## src/assert_macros.svh

```systemverilog
// ----------------------------------------------------------------------------
// assertion macros
// shared concurrent assertion forms for the rtl files
// ----------------------------------------------------------------------------
`ifndef ASSERT_MACROS_SVH
`define ASSERT_MACROS_SVH

// checked on every rising edge, held off while reset is high
`define ASSERT_CLKRST(lbl, clk, rst, prop, msg) \
   lbl: assert property (@(posedge clk) disable iff (rst) prop) else $error(msg);

// checked on every rising edge, reset included
`define ASSERT_CLK(lbl, clk, prop, msg) \
   lbl: assert property (@(posedge clk) prop) else $error(msg);

`endif

```

## src/spf_pkg.sv

```systemverilog
// ----------------------------------------------------------------------------
// spf_pkg
// types and constants of the stepper position follower
// ----------------------------------------------------------------------------
package spf_pkg;

   localparam int unsigned POS_W = 16;
   localparam int unsigned COIL_W = 4;

   // item function codes
   localparam logic [1:0] FUNC_TICK    = 2'd0;
   localparam logic [1:0] FUNC_MOVE    = 2'd1;
   localparam logic [1:0] FUNC_RESTART = 2'd2;

   localparam logic [POS_W-1:0] MAX_POSITION_RESET = 16'd2000;

   typedef struct packed {
      logic [1:0]       func;
      logic [POS_W-1:0] step_count;
      logic             move_forward;
   } req_type;

   typedef struct packed {
      logic [COIL_W-1:0] coil_drive;
      logic              at_rest;
      logic [POS_W-1:0]  position;
   } rsp_type;

   // full-step coil sequence
   function automatic logic [COIL_W-1:0] phase_coils(input logic [1:0] phase);
      logic [COIL_W-1:0] coils;
      case (phase)
         2'd0: coils = 4'h3;
         2'd1: coils = 4'h6;
         2'd2: coils = 4'hc;
         2'd3: coils = 4'h9;
         default: coils = 4'h0;
      endcase
      return coils;
   endfunction

endpackage

```

## src/spf_channels.sv

```systemverilog
// ----------------------------------------------------------------------------
// spf channels
// valid/ready channel interfaces for command items and result items
// ----------------------------------------------------------------------------
interface spf_req_if;
   import spf_pkg::*;
   logic    valid;
   logic    ready;
   req_type data;

   modport source (output valid, output data, input ready);
   modport sink (input valid, input data, output ready);
endinterface

interface spf_rsp_if;
   import spf_pkg::*;
   logic    valid;
   logic    ready;
   rsp_type data;

   modport source (output valid, output data, input ready);
   modport sink (input valid, input data, output ready);
endinterface

```

## src/stepper_position_follower.sv

```systemverilog
// ----------------------------------------------------------------------------
// stepper_position_follower
// full-step stepper controller that walks its position toward a target
// ----------------------------------------------------------------------------
// Command items arrive on req_chan (valid/ready): a tick, a move or a restart.
// Every item gives exactly one result item on rsp_chan holding the coil
// drive, the at-rest flag and the position after that item.
// The upper limit of the target is written through csr_wr_en/csr_wr_data;
// the user must do so while no item is in flight, not enforced here; 2000 after reset.
// Pipeline: an accepted item enters the input register, and the state update
// and the result register follow it unless the result register is stalled.
// Throughput: one item per cycle while rsp_chan is not stalled; the state
// update, with a 17-bit add and compare, lies between the two registers.
// Reset (synchronous): position and target 0, coils off, at rest, both
// pipeline registers empty.
// When the receiver stalls, the result register holds its item, the input
// register then fills and req_chan.ready drops; nothing is lost or repeated.
// ----------------------------------------------------------------------------
`include "assert_macros.svh"

module stepper_position_follower (
   input  logic                     clock,
   input  logic                     reset,
   spf_req_if.sink                  req_chan,
   spf_rsp_if.source                rsp_chan,
   input  logic                     csr_wr_en,
   input  logic [spf_pkg::POS_W-1:0] csr_wr_data
);
   import spf_pkg::*;

   logic             in_valid_ff;
   req_type          in_data_ff;
   logic             out_valid_ff, out_valid_in;
   rsp_type          out_data_ff, out_data_in;
   logic [POS_W-1:0] max_ff;
   logic [POS_W-1:0] cur_ff, cur_in;
   logic [POS_W-1:0] tgt_ff, tgt_in;
   logic             ready_ff, ready_in;
   logic [COIL_W-1:0] coil_ff, coil_in;
   logic             advance;
   logic [POS_W:0]   fwd_sum;

   assign advance = in_valid_ff && (!out_valid_ff || rsp_chan.ready);
   assign req_chan.ready = !in_valid_ff || advance;
   assign fwd_sum = {1'b0, tgt_ff} + {1'b0, in_data_ff.step_count};

   always_comb begin
      cur_in   = cur_ff;
      tgt_in   = tgt_ff;
      ready_in = ready_ff;
      coil_in  = coil_ff;
      case (in_data_ff.func)
         FUNC_TICK: begin
            if (cur_ff != tgt_ff) begin
               cur_in  = (cur_ff < tgt_ff) ? cur_ff + 1'b1 : cur_ff - 1'b1;
               coil_in = phase_coils(cur_in[1:0]);
            end else begin
               coil_in  = '0;
               ready_in = 1'b1;
            end
         end
         FUNC_MOVE: begin
            if (in_data_ff.move_forward) begin
               // sum kept at 17 bits so it cannot wrap past the limit
               tgt_in = (fwd_sum > {1'b0, max_ff}) ? max_ff : fwd_sum[POS_W-1:0];
            end else begin
               tgt_in = (in_data_ff.step_count > tgt_ff) ? '0
                        : tgt_ff - in_data_ff.step_count;
            end
            ready_in = 1'b0;
         end
         FUNC_RESTART: begin
            ready_in = 1'b0;
         end
         default: begin
         end
      endcase
      out_data_in.coil_drive = coil_in;
      out_data_in.at_rest    = ready_in;
      out_data_in.position   = cur_in;
      if (advance) begin
         out_valid_in = 1'b1;
      end else if (rsp_chan.ready) begin
         out_valid_in = 1'b0;
      end else begin
         out_valid_in = out_valid_ff;
      end
   end

   always_ff @(posedge clock) begin
      if (reset) begin
         in_valid_ff  <= 1'b0;
         out_valid_ff <= 1'b0;
         max_ff       <= MAX_POSITION_RESET;
         cur_ff       <= '0;
         tgt_ff       <= '0;
         ready_ff     <= 1'b1;
         coil_ff      <= '0;
      end else begin
         out_valid_ff <= out_valid_in;
         if (req_chan.ready) begin
            in_valid_ff <= req_chan.valid;
         end
         if (csr_wr_en) begin
            max_ff <= csr_wr_data;
         end
         if (advance) begin
            cur_ff   <= cur_in;
            tgt_ff   <= tgt_in;
            ready_ff <= ready_in;
            coil_ff  <= coil_in;
         end
      end
   end

   always_ff @(posedge clock) begin
      if (req_chan.valid && req_chan.ready) begin
         in_data_ff <= req_chan.data;
      end
      if (advance) begin
         out_data_ff <= out_data_in;
      end
   end

   assign rsp_chan.valid = out_valid_ff;
   assign rsp_chan.data  = out_data_ff;

   `ASSERT_CLKRST(a_rest_at_target, clock, reset, ready_ff |-> (cur_ff == tgt_ff),
      "at rest while position differs from target")
   `ASSERT_CLKRST(a_coils_two_on, clock, reset,
      ($countones(coil_ff) == 0) || ($countones(coil_ff) == 2),
      "coil pattern is not a full-step pattern")
   `ASSERT_CLKRST(a_advance_fills, clock, reset, advance |=> out_valid_ff,
      "item advanced but no result registered")
   `ASSERT_CLKRST(a_stall_holds, clock, reset,
      (in_valid_ff && !advance) |=> (in_valid_ff && $stable(in_data_ff)),
      "stalled input register lost its item")
   `ASSERT_CLK(a_reset_empty, clock, reset |=> (!in_valid_ff && !out_valid_ff),
      "pipeline not empty after reset")

endmodule

```

## src/flat_wrapper.sv

```systemverilog
// flat-port wrapper written by rule: the top's interface ports become plain ports
module stepper_position_follower_flat import spf_pkg::*;
  (clock, reset, csr_wr_en, csr_wr_data, req_chan_valid, req_chan_data, req_chan_ready, rsp_chan_valid, rsp_chan_data, rsp_chan_ready);
  spf_req_if req_chan_i ();
  spf_rsp_if rsp_chan_i ();
  input  logic clock;
  input  logic reset;
  input  logic csr_wr_en;
  input  logic [spf_pkg::POS_W-1:0] csr_wr_data;
  input wire logic [$bits(req_chan_i.valid)-1:0] req_chan_valid;
  input wire logic [$bits(req_chan_i.data)-1:0] req_chan_data;
  output wire logic [$bits(req_chan_i.ready)-1:0] req_chan_ready;
  output wire logic [$bits(rsp_chan_i.valid)-1:0] rsp_chan_valid;
  output wire logic [$bits(rsp_chan_i.data)-1:0] rsp_chan_data;
  input wire logic [$bits(rsp_chan_i.ready)-1:0] rsp_chan_ready;
  assign req_chan_i.valid = req_chan_valid;
  assign req_chan_i.data = req_chan_data;
  assign req_chan_ready = req_chan_i.ready;
  assign rsp_chan_valid = rsp_chan_i.valid;
  assign rsp_chan_data = rsp_chan_i.data;
  assign rsp_chan_i.ready = rsp_chan_ready;
  stepper_position_follower u_core (.clock(clock), .reset(reset), .req_chan(req_chan_i), .rsp_chan(rsp_chan_i), .csr_wr_en(csr_wr_en), .csr_wr_data(csr_wr_data));
endmodule
```

## config.mk

```make
export PLATFORM = sky130hd
export DESIGN_NAME = stepper_position_follower_flat
export DESIGN_NICKNAME = d
export VERILOG_FILES = /design/src/spf_pkg.sv /design/src/spf_channels.sv /design/src/stepper_position_follower.sv /design/src/flat_wrapper.sv
export VERILOG_INCLUDE_DIRS = /design/src /design/src/src
export SDC_FILE = /design/constraint.sdc
export NUM_CORES = 1
export LEC_CHECK = 0
export ABC_AREA = 1
export CAP_MARGIN = 20
export CORE_MARGIN = 4
export CORE_UTILIZATION = 50
export DETAILED_ROUTE_END_ITERATION = 8
export DONT_BUFFER_PORTS = 1
export SYNTH_ARGS = -nofsm -noshare
export SYNTH_HDL_FRONTEND = slang
export SYNTH_SLANG_ARGS = --single-unit
export TNS_END_PERCENT = 50
```

## constraint.sdc

```tcl
create_clock -name clock -period 3.52 [get_ports clock]
set_input_delay 0.704 -clock clock [delete_from_list [all_inputs] [get_ports clock]]
set_output_delay 0.704 -clock clock [all_outputs]
set_load 0.05 [all_outputs]
```

# Word-level counts from Yosys, hierarchy flattened
# Cells that the tools add are included.
# classes
mux	13
n_addsub	4
reduce_logical	11
eq_ne	6
n_lt_le_gt_ge	3
# ops
op	n
$mux W16	6
$add A16 B16 Y17	1
$gt A17 B16 Y1	1
$add A16 B1 Y16 const B	1
$gt A16 B16 Y1	1
$lt A16 B16 Y1	1
$ne A16 B16 Y1	1
$pmux W4 S4	1
$sub A16 B1 Y16 const B	1
$sub A16 B16 Y16	1
$mux W4	2
$eq A2 B2 Y1 const B	3
$eq A2 B1 Y1 const B	2
$logic_not A2 Y1	2
$mux W1	3
$logic_and A1 B1 Y1	2
$logic_not A1 Y1	2
$logic_or A1 B1 Y1	2
$pmux W1 S2	1
$reduce_and A2 Y1	1
$reduce_bool A2 Y1	1
$reduce_or A2 Y1	1
# totals
register_bits	95
in_bits	40

# Longest topological paths before layout
# Gate-level depths: netlist of the first run.
# logic_depth
ltp_word	6
mapped_depth	28
depth_no_buf	26

# Worst setup path before layout of the first run
# No wires, ideal clock.
# synth_timing
path_type	register to register
startpoint	register u_core.in_data_ff[2] in the netlist's numbering
endpoint	register u_core.tgt_ff[0]
path_buffers	1
period_less_slack_ns	3.257
slack_ns	0.263
stages_incl_launch_ff	27
arrival_ns	3.135
cell_sequence	edfxtp_1 > inv_1 > ha_1 > o21ai_0 > o21ai_0 > o21ai_0 > nand2_1 > nand2_1 > xor2_1 > inv_1 > ha_1 > nand2_1 > nor2_1 > nand3b_1 > nand3_1 > nand2_1 > nand2_1 > nand2_1 > nand2_1 > nand2_1 > nand2_1 > nand2_2 > nand2_4 > buf_6 > nand2_1 > nand3_1 > a21oi_2
# synth_via
elab_chain_cells	4
word_cells_on_any_way	6
cone_classes	1 x add/sub; 2 x order compare; 3 x mux
# synth_rtl
item	line	source
start, declared	stepper_position_follower.sv:32	req_type in_data_ff;
start signal, assigned	stepper_position_follower.sv:118	in_data_ff <= req_chan.data;
$add A16 B16 Y17	stepper_position_follower.sv:45	assign fwd_sum = {1'b0, tgt_ff} + {1'b0, in_data_ff.step_count};
$gt A17 B16 Y1	stepper_position_follower.sv:65	tgt_in = (fwd_sum > {1'b0, max_ff}) ? max_ff : fwd_sum[POS_W-1:0];
$mux W16	stepper_position_follower.sv:65	
$mux W16 *	stepper_position_follower.sv:63	if (in_data_ff.move_forward) begin
end signal, assigned	stepper_position_follower.sv:109	tgt_ff <= tgt_in;
end, declared	stepper_position_follower.sv:37	logic [POS_W-1:0] tgt_ff, tgt_in;
# Mark *: on every way between the ends. The rest lies on a longest branch, timed or not.
# A chain may end at the register's enable or synchronous reset.

# Final worst setup path of the first run
# layout_timing
startpoint	register u_core.in_data_ff[1] in the netlist's numbering
endpoint	register u_core.tgt_ff[0]
# Same word-level chain as after synthesis.

==> impl_metrics.tcl, run 1 <==
set metrics [dict create \
    cp-startpoint "u_core.in_data_ff[1]" \
    place_ws_ps -22.5 \
    synth_common_cells "155 x inv_1, 149 x nand2_1, 86 x o21ai_0" \
    yosysSeqAreaShare_pct 32.7 \
    swShare_pct 36.6 \
    via_count 6224 \
    setup_violations 0 \
    grt_max_degree 43 \
    drcViolationCount 0 \
    n_antenna_cell 0 \
    stdcell_count 1152 \
    dieHeight_um 127 \
    cts_tree "done" \
    rsz0062_at_grt "yes" \
    synth.distinct_cells 47 \
    dieWidth_um 127 \
    tightest_slew_ps 832 \
    clk_latency_ps 360 \
    synthFlopType "dfxtp_1" \
    drt_wl_total_um 18900 \
    timing.rr.start "u_core.in_data_ff[1]" \
    finalHoldViolCount 0 \
    wire_per_inst_um 16.4 \
    required_ps 3810 \
    initial_core_util_pct 51.0 \
    design_area_sq_um 8110 \
    ant_nets 0 \
    async_reset_ff_share_pct 0 \
    rows 43 \
    max_freq_mhz 296 \
    hold_ws_ps 411 \
    min_path_type "primary input to flip-flop" \
    clk_pin_slew_ps 70 \
    slowest_delay_ps 390 \
    pwr-share-comb_pct 34.8 \
    yosys_warnings 0 \
    outcome "complete, no violations" \
    yosys.area.top_type "edfxtp_1" \
    syn_area_sq_um 7050 \
    setup_slack_ps 139 \
    path_common_cell "nand2_1" \
    h-tree-depth 3 \
    cp.arrival_ps 3670 \
    cts_root_buf "clkbuf_16" \
    fp.coreArea_sq_um 13800 \
    dp_hpwl_um 14700 \
    cts_buffers 9 \
    grt_pass1_vias 5703 \
    fin_total_pwr_uw 3650 \
    multiInputGateArea_sq_um 4220 \
    fin_skew_ps 10.2 \
    first_pass_iters 5 \
    clockBufferDepth 2 \
    syn-num-nets 1055 \
    r2r_cells 24 \
    antenna_found_initial 0 \
    fin_crit_sh_pct 96.1 \
    placed_area_sq_um 7420 \
    syn2layout_area_growth_pct 15.1 \
    nNetsFinal 1088 \
    internal_power_uw 2310 \
    portBuffers 0 \
    synth_most_common_cell "inv_1" \
    nFillCells 1250 \
    ir_drop_mv 0.294 \
    dieArea_sq_um 16100 \
    drv_slew 0 \
    power.density_nw_per_um2 450 \
    cp_max_fo 8 \
    relSlewSlack_pct 44.5 \
    seq_area_sq_um 2300 \
    viasPerCell 5.40 \
    pwr-share-clk_pct 28.1 \
    grt_pass1_wl_um 29400 \
    hold_depth 1 \
    seq_power_share_pct 37.1 \
    critical_path_class "flip-flop to flip-flop" \
    gp_congestion 0.940 \
    period_minus_slack_ps 3380 \
    synth_area_leaders "edfxtp_1 17%, dfxtp_1 16%, ha_1 14%" \
    cp_cell_sequence "ha_2 -> inv_2 -> fa_2 -> o21ai_4 -> a21oi_4 -> o21ai_4 -> xor2_2 -> inv_2 -> ha_4 -> nand2_4 -> nor2_4 -> nand3b_1 -> nand3_1 -> nand2_1 -> nand2_1 -> nand2_1 -> nand2_1 -> nand2_1 -> nand2_2 -> nand2_4 -> buf_12 -> nand3_1 -> nand3_2 -> a21oi_2" \
    place_inst 1125 \
    maxCapViolations 0 \
    synthCells 934 \
    min_from "reset" \
    layout-drive-gt1-share_pct 17.0 \
    p_leak_uw 0.00397 \
    drtIter0Drc 478 \
    yosysTopAreaCellShare_pct 17.0 \
    switching_power_uw 1340 \
    cp-end-kind "flip-flop" \
    synth_edf_count 40 \
    crit_path_start_kind "flip-flop" \
    grt.overflow.total 0 \
    cp_slowest_cell "fa_2" \
    grt_use_total_pct 23.0 \
    syn_avg_cell_area_sq_um 7.55 \
    ioPinCount 63 \
    cts.sinks 95 \
    synth_seq_cells 95 \
]
[path summary, 6_finish.rpt]
kind / end / slack, ps
setup reg to reg: u_core.tgt_ff[0] / 140
hold / removal: u_core.in_valid_ff / 410
setup / recovery: u_core.tgt_ff[0] / 140
hold reg to reg: u_core.max_ff[15] / 520
[worst max-delay path, delay by kind of cell (launching register included)]
family,cells,cell delay [ps]
AND/OR/NAND/NOR,13,940
adder cells (fa/ha/maj),3,850
AO/OA/AOI/OAI,4,710
flip-flops,1,370
buffers and inverters,3,250
XOR/XNOR,1,190
[state kept, by name, indices dropped and copies added, names as in the netlist]
| name | count |
|---|---|
| u_core.rsp_chan.data | 21 |
| u_core.coil_ff | 4 |
| u_core.cur_ff | 16 |
| u_core.max_ff | 16 |
| u_core.tgt_ff | 16 |
| u_core.ready_ff | 1 |
| u_core.rsp_chan.valid | 1 |
| u_core.in_data_ff | 19 |
| u_core.in_valid_ff | 1 |
[cell type report]
class	count	area share (%)
clock buffers	9	2.78
clock inverters	7	0.956
inverters	162	7.50
multi-input cells	646	52.1
flip-flops and latches	95	28.4
well taps	180	2.78
repair buffers	53	5.52
[repair_timing]
item / 4_1_cts / 5_1_grt
hold buffers: 0 / 0
setup endpoints to repair: 5 / 32
setup buffers: 1 / 8
gates resized for setup: 1 / 70
pin swaps: 1 / 17
gates cloned: 0 / 1
[cells in the final DEF, fill, tap and decap left out, drive strengths merged, types with 40 or more instances in the layout]
| cell | n |
|---|---|
| ha | 78 |
| inv | 164 |
| o21ai | 94 |
| buf | 52 |
| nand2 | 154 |
| dfxtp | 55 |
| edfxtp | 40 |
| nand3 | 66 |
| nor2 | 70 |
| a21oi | 97 |
[power groups by stage]
| stage | Sequential (uW) | Combinational (uW) | Clock (uW) |
|---|---|---|---|
| 2_1_floorplan | 1360 | 815 | 0 |
| 3_3_place_gp | 1380 | 1110 | 0 |
| 3_5_place_dp | 1380 | 1140 | 0 |
| 4_1_cts | 1350 | 1140 | 1050 |
| 5_1_grt | 1360 | 1420 | 1090 |
| 6_report | 1350 | 1270 | 1030 |
[kinds of logic (layout without fill, tap and decap cells)]
kind of cell             after synthesis  in the layout  share of synthesized area (%)
flip-flops                            95             95                           32.7
XOR/XNOR                              30             30                           3.73
AO/OA/AOI/OAI                        221            221                           18.3
AND/OR/NAND/NOR                      314            314                           19.2
buffers and inverters                193            231                           11.4
adder cells (fa/ha/maj)               81             81                           14.7
[per-layer routing]
metal | vias up | global-route usage, % | part of all wire, %
met1 | 2896 | 34.7 | 50
met3 | 20 | 3.54 | 5.6
met4 | 0 | 6.37 | 1.5
li1 | 3147 | - | -
met5 | - | 0 | 0
met2 | 161 | 33.9 | 43
[metrics by stage]
step,setup TNS [ps],util [%]
2_1_floorplan,0,-
3_3_place_gp,0,53.7
3_5_place_dp,-38.8,53.7
4_1_cts,0,55.9
5_1_grt,-1010,58.7
6_report,0,58.7
(Power assumes the default switching activity.)
==> inputs of run 2 (changes only) <==
--- a/config.mk
+++ b/config.mk
@@ -10,7 +10,8 @@
 export CAP_MARGIN = 20
 export CORE_MARGIN = 4
-export CORE_UTILIZATION = 50
+export CORE_UTILIZATION = 55
 export DETAILED_ROUTE_END_ITERATION = 8
 export DONT_BUFFER_PORTS = 1
+export PLACE_DENSITY = 0.7
 export SYNTH_ARGS = -nofsm -noshare
 export SYNTH_HDL_FRONTEND = slang
==> constraint.sdc (replaced) <==
create_clock -name clock -period 3.52 [get_ports clock]
set_input_delay 0.176 -clock clock [delete_from_list [all_inputs] [get_ports clock]]
set_output_delay 0.176 -clock clock [all_outputs]
set_load 0.05 [all_outputs]
==> impl_metrics.tcl, run 2 (synthesis gave the netlist of run 1 again) <==
set metrics [dict create \
    hold_ws_ps 10.2 \
    cp.arrival_ps 3700 \
    slowest_delay_ps 340 \
    cp_cell_sequence "buf_4 -> ha_1 -> o21ai_1 -> o21ai_1 -> o21ai_1 -> buf_4 -> buf_4 -> nand3_1 -> nand3_1 -> xor2_2 -> inv_1 -> ha_1 -> nand2_1 -> nor3_1 -> nand4_1 -> nand2_4 -> clkbuf_16 -> nand3_1 -> nand3_1 -> a21oi_1" \
    r2r_cells 20 \
    finalHoldViolCount 0 \
    power.density_nw_per_um2 433 \
    cp_max_fo 8 \
    path_common_cell "nand3_1" \
    layout-drive-gt1-share_pct 13.0 \
    fin_total_pwr_uw 3540 \
    cts_buffers 9 \
    drv_slew 0 \
    p_leak_uw 0.00401 \
    largest_reg_flops 21 \
    critPathCapture "u_core.tgt_ff[8]" \
    dieArea_sq_um 14700 \
    cts.sinks 95 \
    timing.rr.start "u_core.tgt_ff[1]" \
    outcome "complete, no violations" \
    place_inst 1104 \
    clk_pin_slew_ps 80 \
    tightest_slew_ps 814 \
    nNetsFinal 1104 \
    gp_congestion 0.958 \
    nFillCells 1083 \
    fin_skew_ps 9.86 \
    ff2ff_setup_slack_ps 80 \
    multiInputGateArea_sq_um 4120 \
    cp-end-kind "flip-flop" \
    ant_nets 0 \
    stdcell_count 1160 \
    max_freq_mhz 291 \
    setup_violations 0 \
    portBuffers 0 \
    grt_pass1_wl_um 28200 \
    critPathBufInv 5 \
    cp_slowest_cell "dfxtp_1" \
    required_ps 3780 \
    dieWidth_um 121 \
    drt_wl_total_um 17700 \
    ioPinCount 63 \
    cp-startpoint "u_core.tgt_ff[1]" \
    grt_pass1_vias 5714 \
    relSlewSlack_pct 45.6 \
    dieHeight_um 121 \
    fin_util_pct 65.1 \
    timing.rr.end "u_core.tgt_ff[8]" \
    crit_family "simple AND/OR/NAND/NOR gates" \
    fin_crit_sh_pct 97.8 \
    first_pass_iters 5 \
    seq_area_sq_um 2300 \
    viasPerCell 5.36 \
    drcViolationCount 0 \
    min_path_type "primary input to flip-flop" \
    h-tree-depth 3 \
    fp.coreArea_sq_um 12600 \
    maxCapViolations 0 \
    rsz0062_at_grt "yes" \
    wire_per_inst_um 15.3 \
    design_area_sq_um 8190 \
    n_antenna_cell 0 \
    cts_tree "done" \
    ir_drop_mv 0.369 \
    rows 41 \
    crit_path_start_kind "flip-flop" \
    final_common_cell "inv_1" \
    dp_hpwl_um 12800 \
    grt_max_degree 37 \
    grt.overflow.total 0 \
    layout_common_cells "152 x inv_1, 141 x nand2_1, 77 x o21ai_0" \
    drtIter0Drc 461 \
    period_minus_slack_ps 3440 \
    cp.depth 20 \
    cts_root_buf "clkbuf_16" \
    clk_latency_ps 370 \
    initial_core_util_pct 56.1 \
    syn2layout_area_growth_pct 16.1 \
    clockBufferDepth 2 \
    antenna_found_initial 0 \
    placed_area_sq_um 7300 \
    via_count 6218 \
    critical_path_class "flip-flop to flip-flop" \
    grt_use_total_pct 24.1 \
]
[run 2: what timing repair did]
item,CTS,global route
buffers inserted,0,7
hold endpoints to repair,39,0
resized for setup,0,49
hold buffers,30,0
setup endpoints to repair,0,29
[run 2: per-layer routing]
metal / vias up / track usage [%] / part of all wire [%] / routed length, um
li1: 3177 / - / - / -
met1: 2876 / 33.2 / 47 / 8310
met2: 139 / 37.7 / 46 / 8200
met3: 26 / 4.99 / 4.5 / 798
met4: 0 / 8.19 / 2.4 / 424
met5: - / 0 / 0 / 0
[run 2: power breakdown]
| part | internal, uW | leakage [uW] | total (uW) | switching (uW) |
|---|---|---|---|---|
| combinational | 475 | 0.00302 | 1200 | 722 |
| clock | 504 | 0.000145 | 998 | 494 |
| sequential | 1240 | 0.000840 | 1350 | 113 |
[run 2: worst min-delay path by stage]
stage	startpoint	to	slack (ps)	depth (start not counted)
after floorplan	req_chan_data[0]	u_core.in_data_ff[0]	270	0
after global placement	reset	u_core.in_valid_ff	250	1
after detailed placement	reset	u_core.in_valid_ff	250	1
after CTS	csr_wr_data[5]	u_core.max_ff[5]	7	2
after global routing	csr_wr_data[5]	u_core.max_ff[5]	30	2
final	csr_wr_data[5]	u_core.max_ff[5]	10	2
[run 2: worst register-to-register path, stage by stage (launching register included)]
cell	delay (ps)
dfxtp_1	340
buf_4	160
ha_1	300
o21ai_1	140
o21ai_1	100
o21ai_1	210
buf_4	140
buf_4	100
nand3_1	60
nand3_1	160
xor2_2	210
inv_1	70
ha_1	270
nand2_1	90
nor3_1	210
nand4_1	170
nand2_4	180
clkbuf_16	180
nand3_1	70
nand3_1	130
a21oi_1	60
[run 2: layout make-up]
type / instances / area share [%]
Multi-Input combinational cell: 647 / 50.4
Clock inverter: 7 / 0.917
Clock buffer: 9 / 2.75
Sequential cell: 95 / 28.1
Inverter: 162 / 7.43
Timing Repair Buffer: 68 / 7.76
Tap cell: 172 / 2.63
[run 2: per-stage QoR]
stage	TNS [ps]	setup slack, ps
CTS	0	7.14
global placement	0	156
global route	-899	-76.1
floorplan	0	263
detailed placement	0	27.5
finish	0	79.0
==> inputs of run 3 (changes only) <==
CORE_ASPECT_RATIO = 0.6   (was not set)
==> impl_metrics.tcl, run 3 (synthesis gave the netlist of run 1 again) <==
set metrics [dict create \
    dieWidth_um 154 \
    grt_use_total_pct 25.4 \
    grt_pass1_wl_um 29700 \
    nFillCells 1009 \
    wire_per_inst_um 16.7 \
    cts.sinks 95 \
    cts_tree "done" \
    rsz0062_at_grt "yes" \
    outcome "complete, no violations" \
    cp_slowest_cell "fa_2" \
    cp_max_fo 5 \
    grt_pass1_vias 5776 \
    largest_reg_flops 21 \
    period_minus_slack_ps 3480 \
    relSlewSlack_pct 43.8 \
    drtIter0Drc 619 \
    drt_wl_total_um 19500 \
    h-tree-depth 3 \
    drv_slew 0 \
    max_freq_mhz 287 \
    p_leak_uw 0.00409 \
    initial_core_util_pct 57.3 \
    tightest_slew_ps 840 \
    fin_skew_ps 9.04 \
    grt.overflow.total 0 \
    via_count 6438 \
    final_common_cell "inv_1" \
    cts_root_buf "clkbuf_16" \
    layout-drive-gt1-share_pct 16.5 \
    drcViolationCount 0 \
    antenna_found_initial 0 \
    multiInputGateArea_sq_um 4190 \
    portBuffers 0 \
    finalHoldViolCount 0 \
    gp_congestion 0.973 \
    path_common_cell "nand2_1" \
    ir_drop_mv 0.271 \
    grt_max_degree 43 \
    place_inst 1110 \
    cp_cell_sequence "ha_1 -> inv_2 -> fa_2 -> o21ai_4 -> a21oi_4 -> o21ai_4 -> xor2_2 -> inv_2 -> ha_4 -> nand2_2 -> nor2_4 -> nand3b_1 -> nand3_1 -> nand2_1 -> nand2_1 -> nand2_1 -> nand2_1 -> nand2_1 -> nand2_2 -> nand2_4 -> clkbuf_16 -> nand3_1 -> nand3_1 -> a21oi_2" \
    clk_latency_ps 350 \
    finalSetupTns_ps 0 \
    n_antenna_cell 0 \
    slowest_delay_ps 400 \
    rows 31 \
    dp_hpwl_um 14000 \
    dieHeight_um 95.7 \
    min_path_type "primary input to flip-flop" \
    cp-end-kind "flip-flop" \
    viasPerCell 5.51 \
    cts_buffers 9 \
    fin_util_pct 67.9 \
    clk_pin_slew_ps 80 \
    required_ps 3810 \
    layout_common_cells "150 x inv_1, 135 x nand2_1, 79 x o21ai_0" \
    dieArea_sq_um 14800 \
    first_pass_iters 6 \
    fin_total_pwr_uw 3660 \
    seq_area_sq_um 2310 \
    setup_violations 0 \
    clockBufferDepth 2 \
    syn2layout_area_growth_pct 18.4 \
    nNetsFinal 1119 \
    fp.coreArea_sq_um 12300 \
    maxCapViolations 0 \
    cp.arrival_ps 3770 \
    fin_crit_sh_pct 98.9 \
    ioPinCount 63 \
    stdcell_count 1168 \
    crit_path_start_kind "flip-flop" \
    ant_nets 0 \
    critical_path_class "flip-flop to flip-flop" \
    power.density_nw_per_um2 439 \
]
==> run 3: layer usage <==
metal,part of all wire (%),GRT usage [%],wire length [um],up-vias
li1,-,-,-,3214
met1,50,39.3,9670,2926
met2,40,36.1,7720,277
met3,9.9,6.38,1930,21
met4,0.93,4.11,182,0
met5,0,0,0,-
==> run 3: final timing paths <==
check / end / startpoint / slack, ps / cells past startpoint
hold reg to reg: u_core.max_ff[13] / u_core.max_ff[13] / 520 / 2
hold / removal: u_core.rsp_chan.valid / rsp_chan_ready / 30 / 3
setup reg to reg: u_core.tgt_ff[0] / u_core.in_data_ff[1] / 40 / 24
setup / recovery: u_core.tgt_ff[0] / u_core.in_data_ff[1] / 40 / 24
==> run 3: stage by stage <==
step	worst slack, ps	hold WS [ps]	instance area [sq um]
floorplan	263	275	7050
global placement	50.8	247	7390
detailed placement	-88.8	250	7390
CTS	7.97	3.17	7980
global route	-165	63.4	8340
finish	38.3	30.0	8340
==> run 3: final cells by class <==
class,count,share of cell area (%)
clock inverters,7,0.885
multi-input cells,647,50.2
flip-flops and latches,95,27.6
inverters,162,7.29
clock buffers,9,2.70
well taps,165,2.47
repair buffers,83,8.80
==> run 3: what timing repair did <==
item                                   in CTS  in global routing
setup endpoints to repair                  16                 31
resized for setup                           2                 69
hold buffers                               27                  1
gates cloned                                0                  2
pin swaps                                   2                 20
endpoints found under the hold margin      38                  1
setup buffers                               1                 11
==> run 3: report_power, final <==
part / switching [uW] / internal (uW) / leakage (uW) / total, uW
combinational: 782 / 523 / 0.00311 / 1310
sequential: 115 / 1240 / 0.000841 / 1350
clock: 504 / 504 / 0.000147 / 1010
total: 1400 / 2260 / 0.00409 / 3660
==> run 3: worst max-delay path, delay by kind of cell (launching register included) <==
| kind | cells | cell delay (ps) |
|---|---|---|
| xor gates and xnor gates | 1 | 210 |
| DFF | 1 | 360 |
| AOI/OAI and AO/OA | 4 | 750 |
| adders and majority gates | 3 | 830 |
| buffers and inverters | 3 | 300 |
| and+or+nand+nor | 13 | 950 |
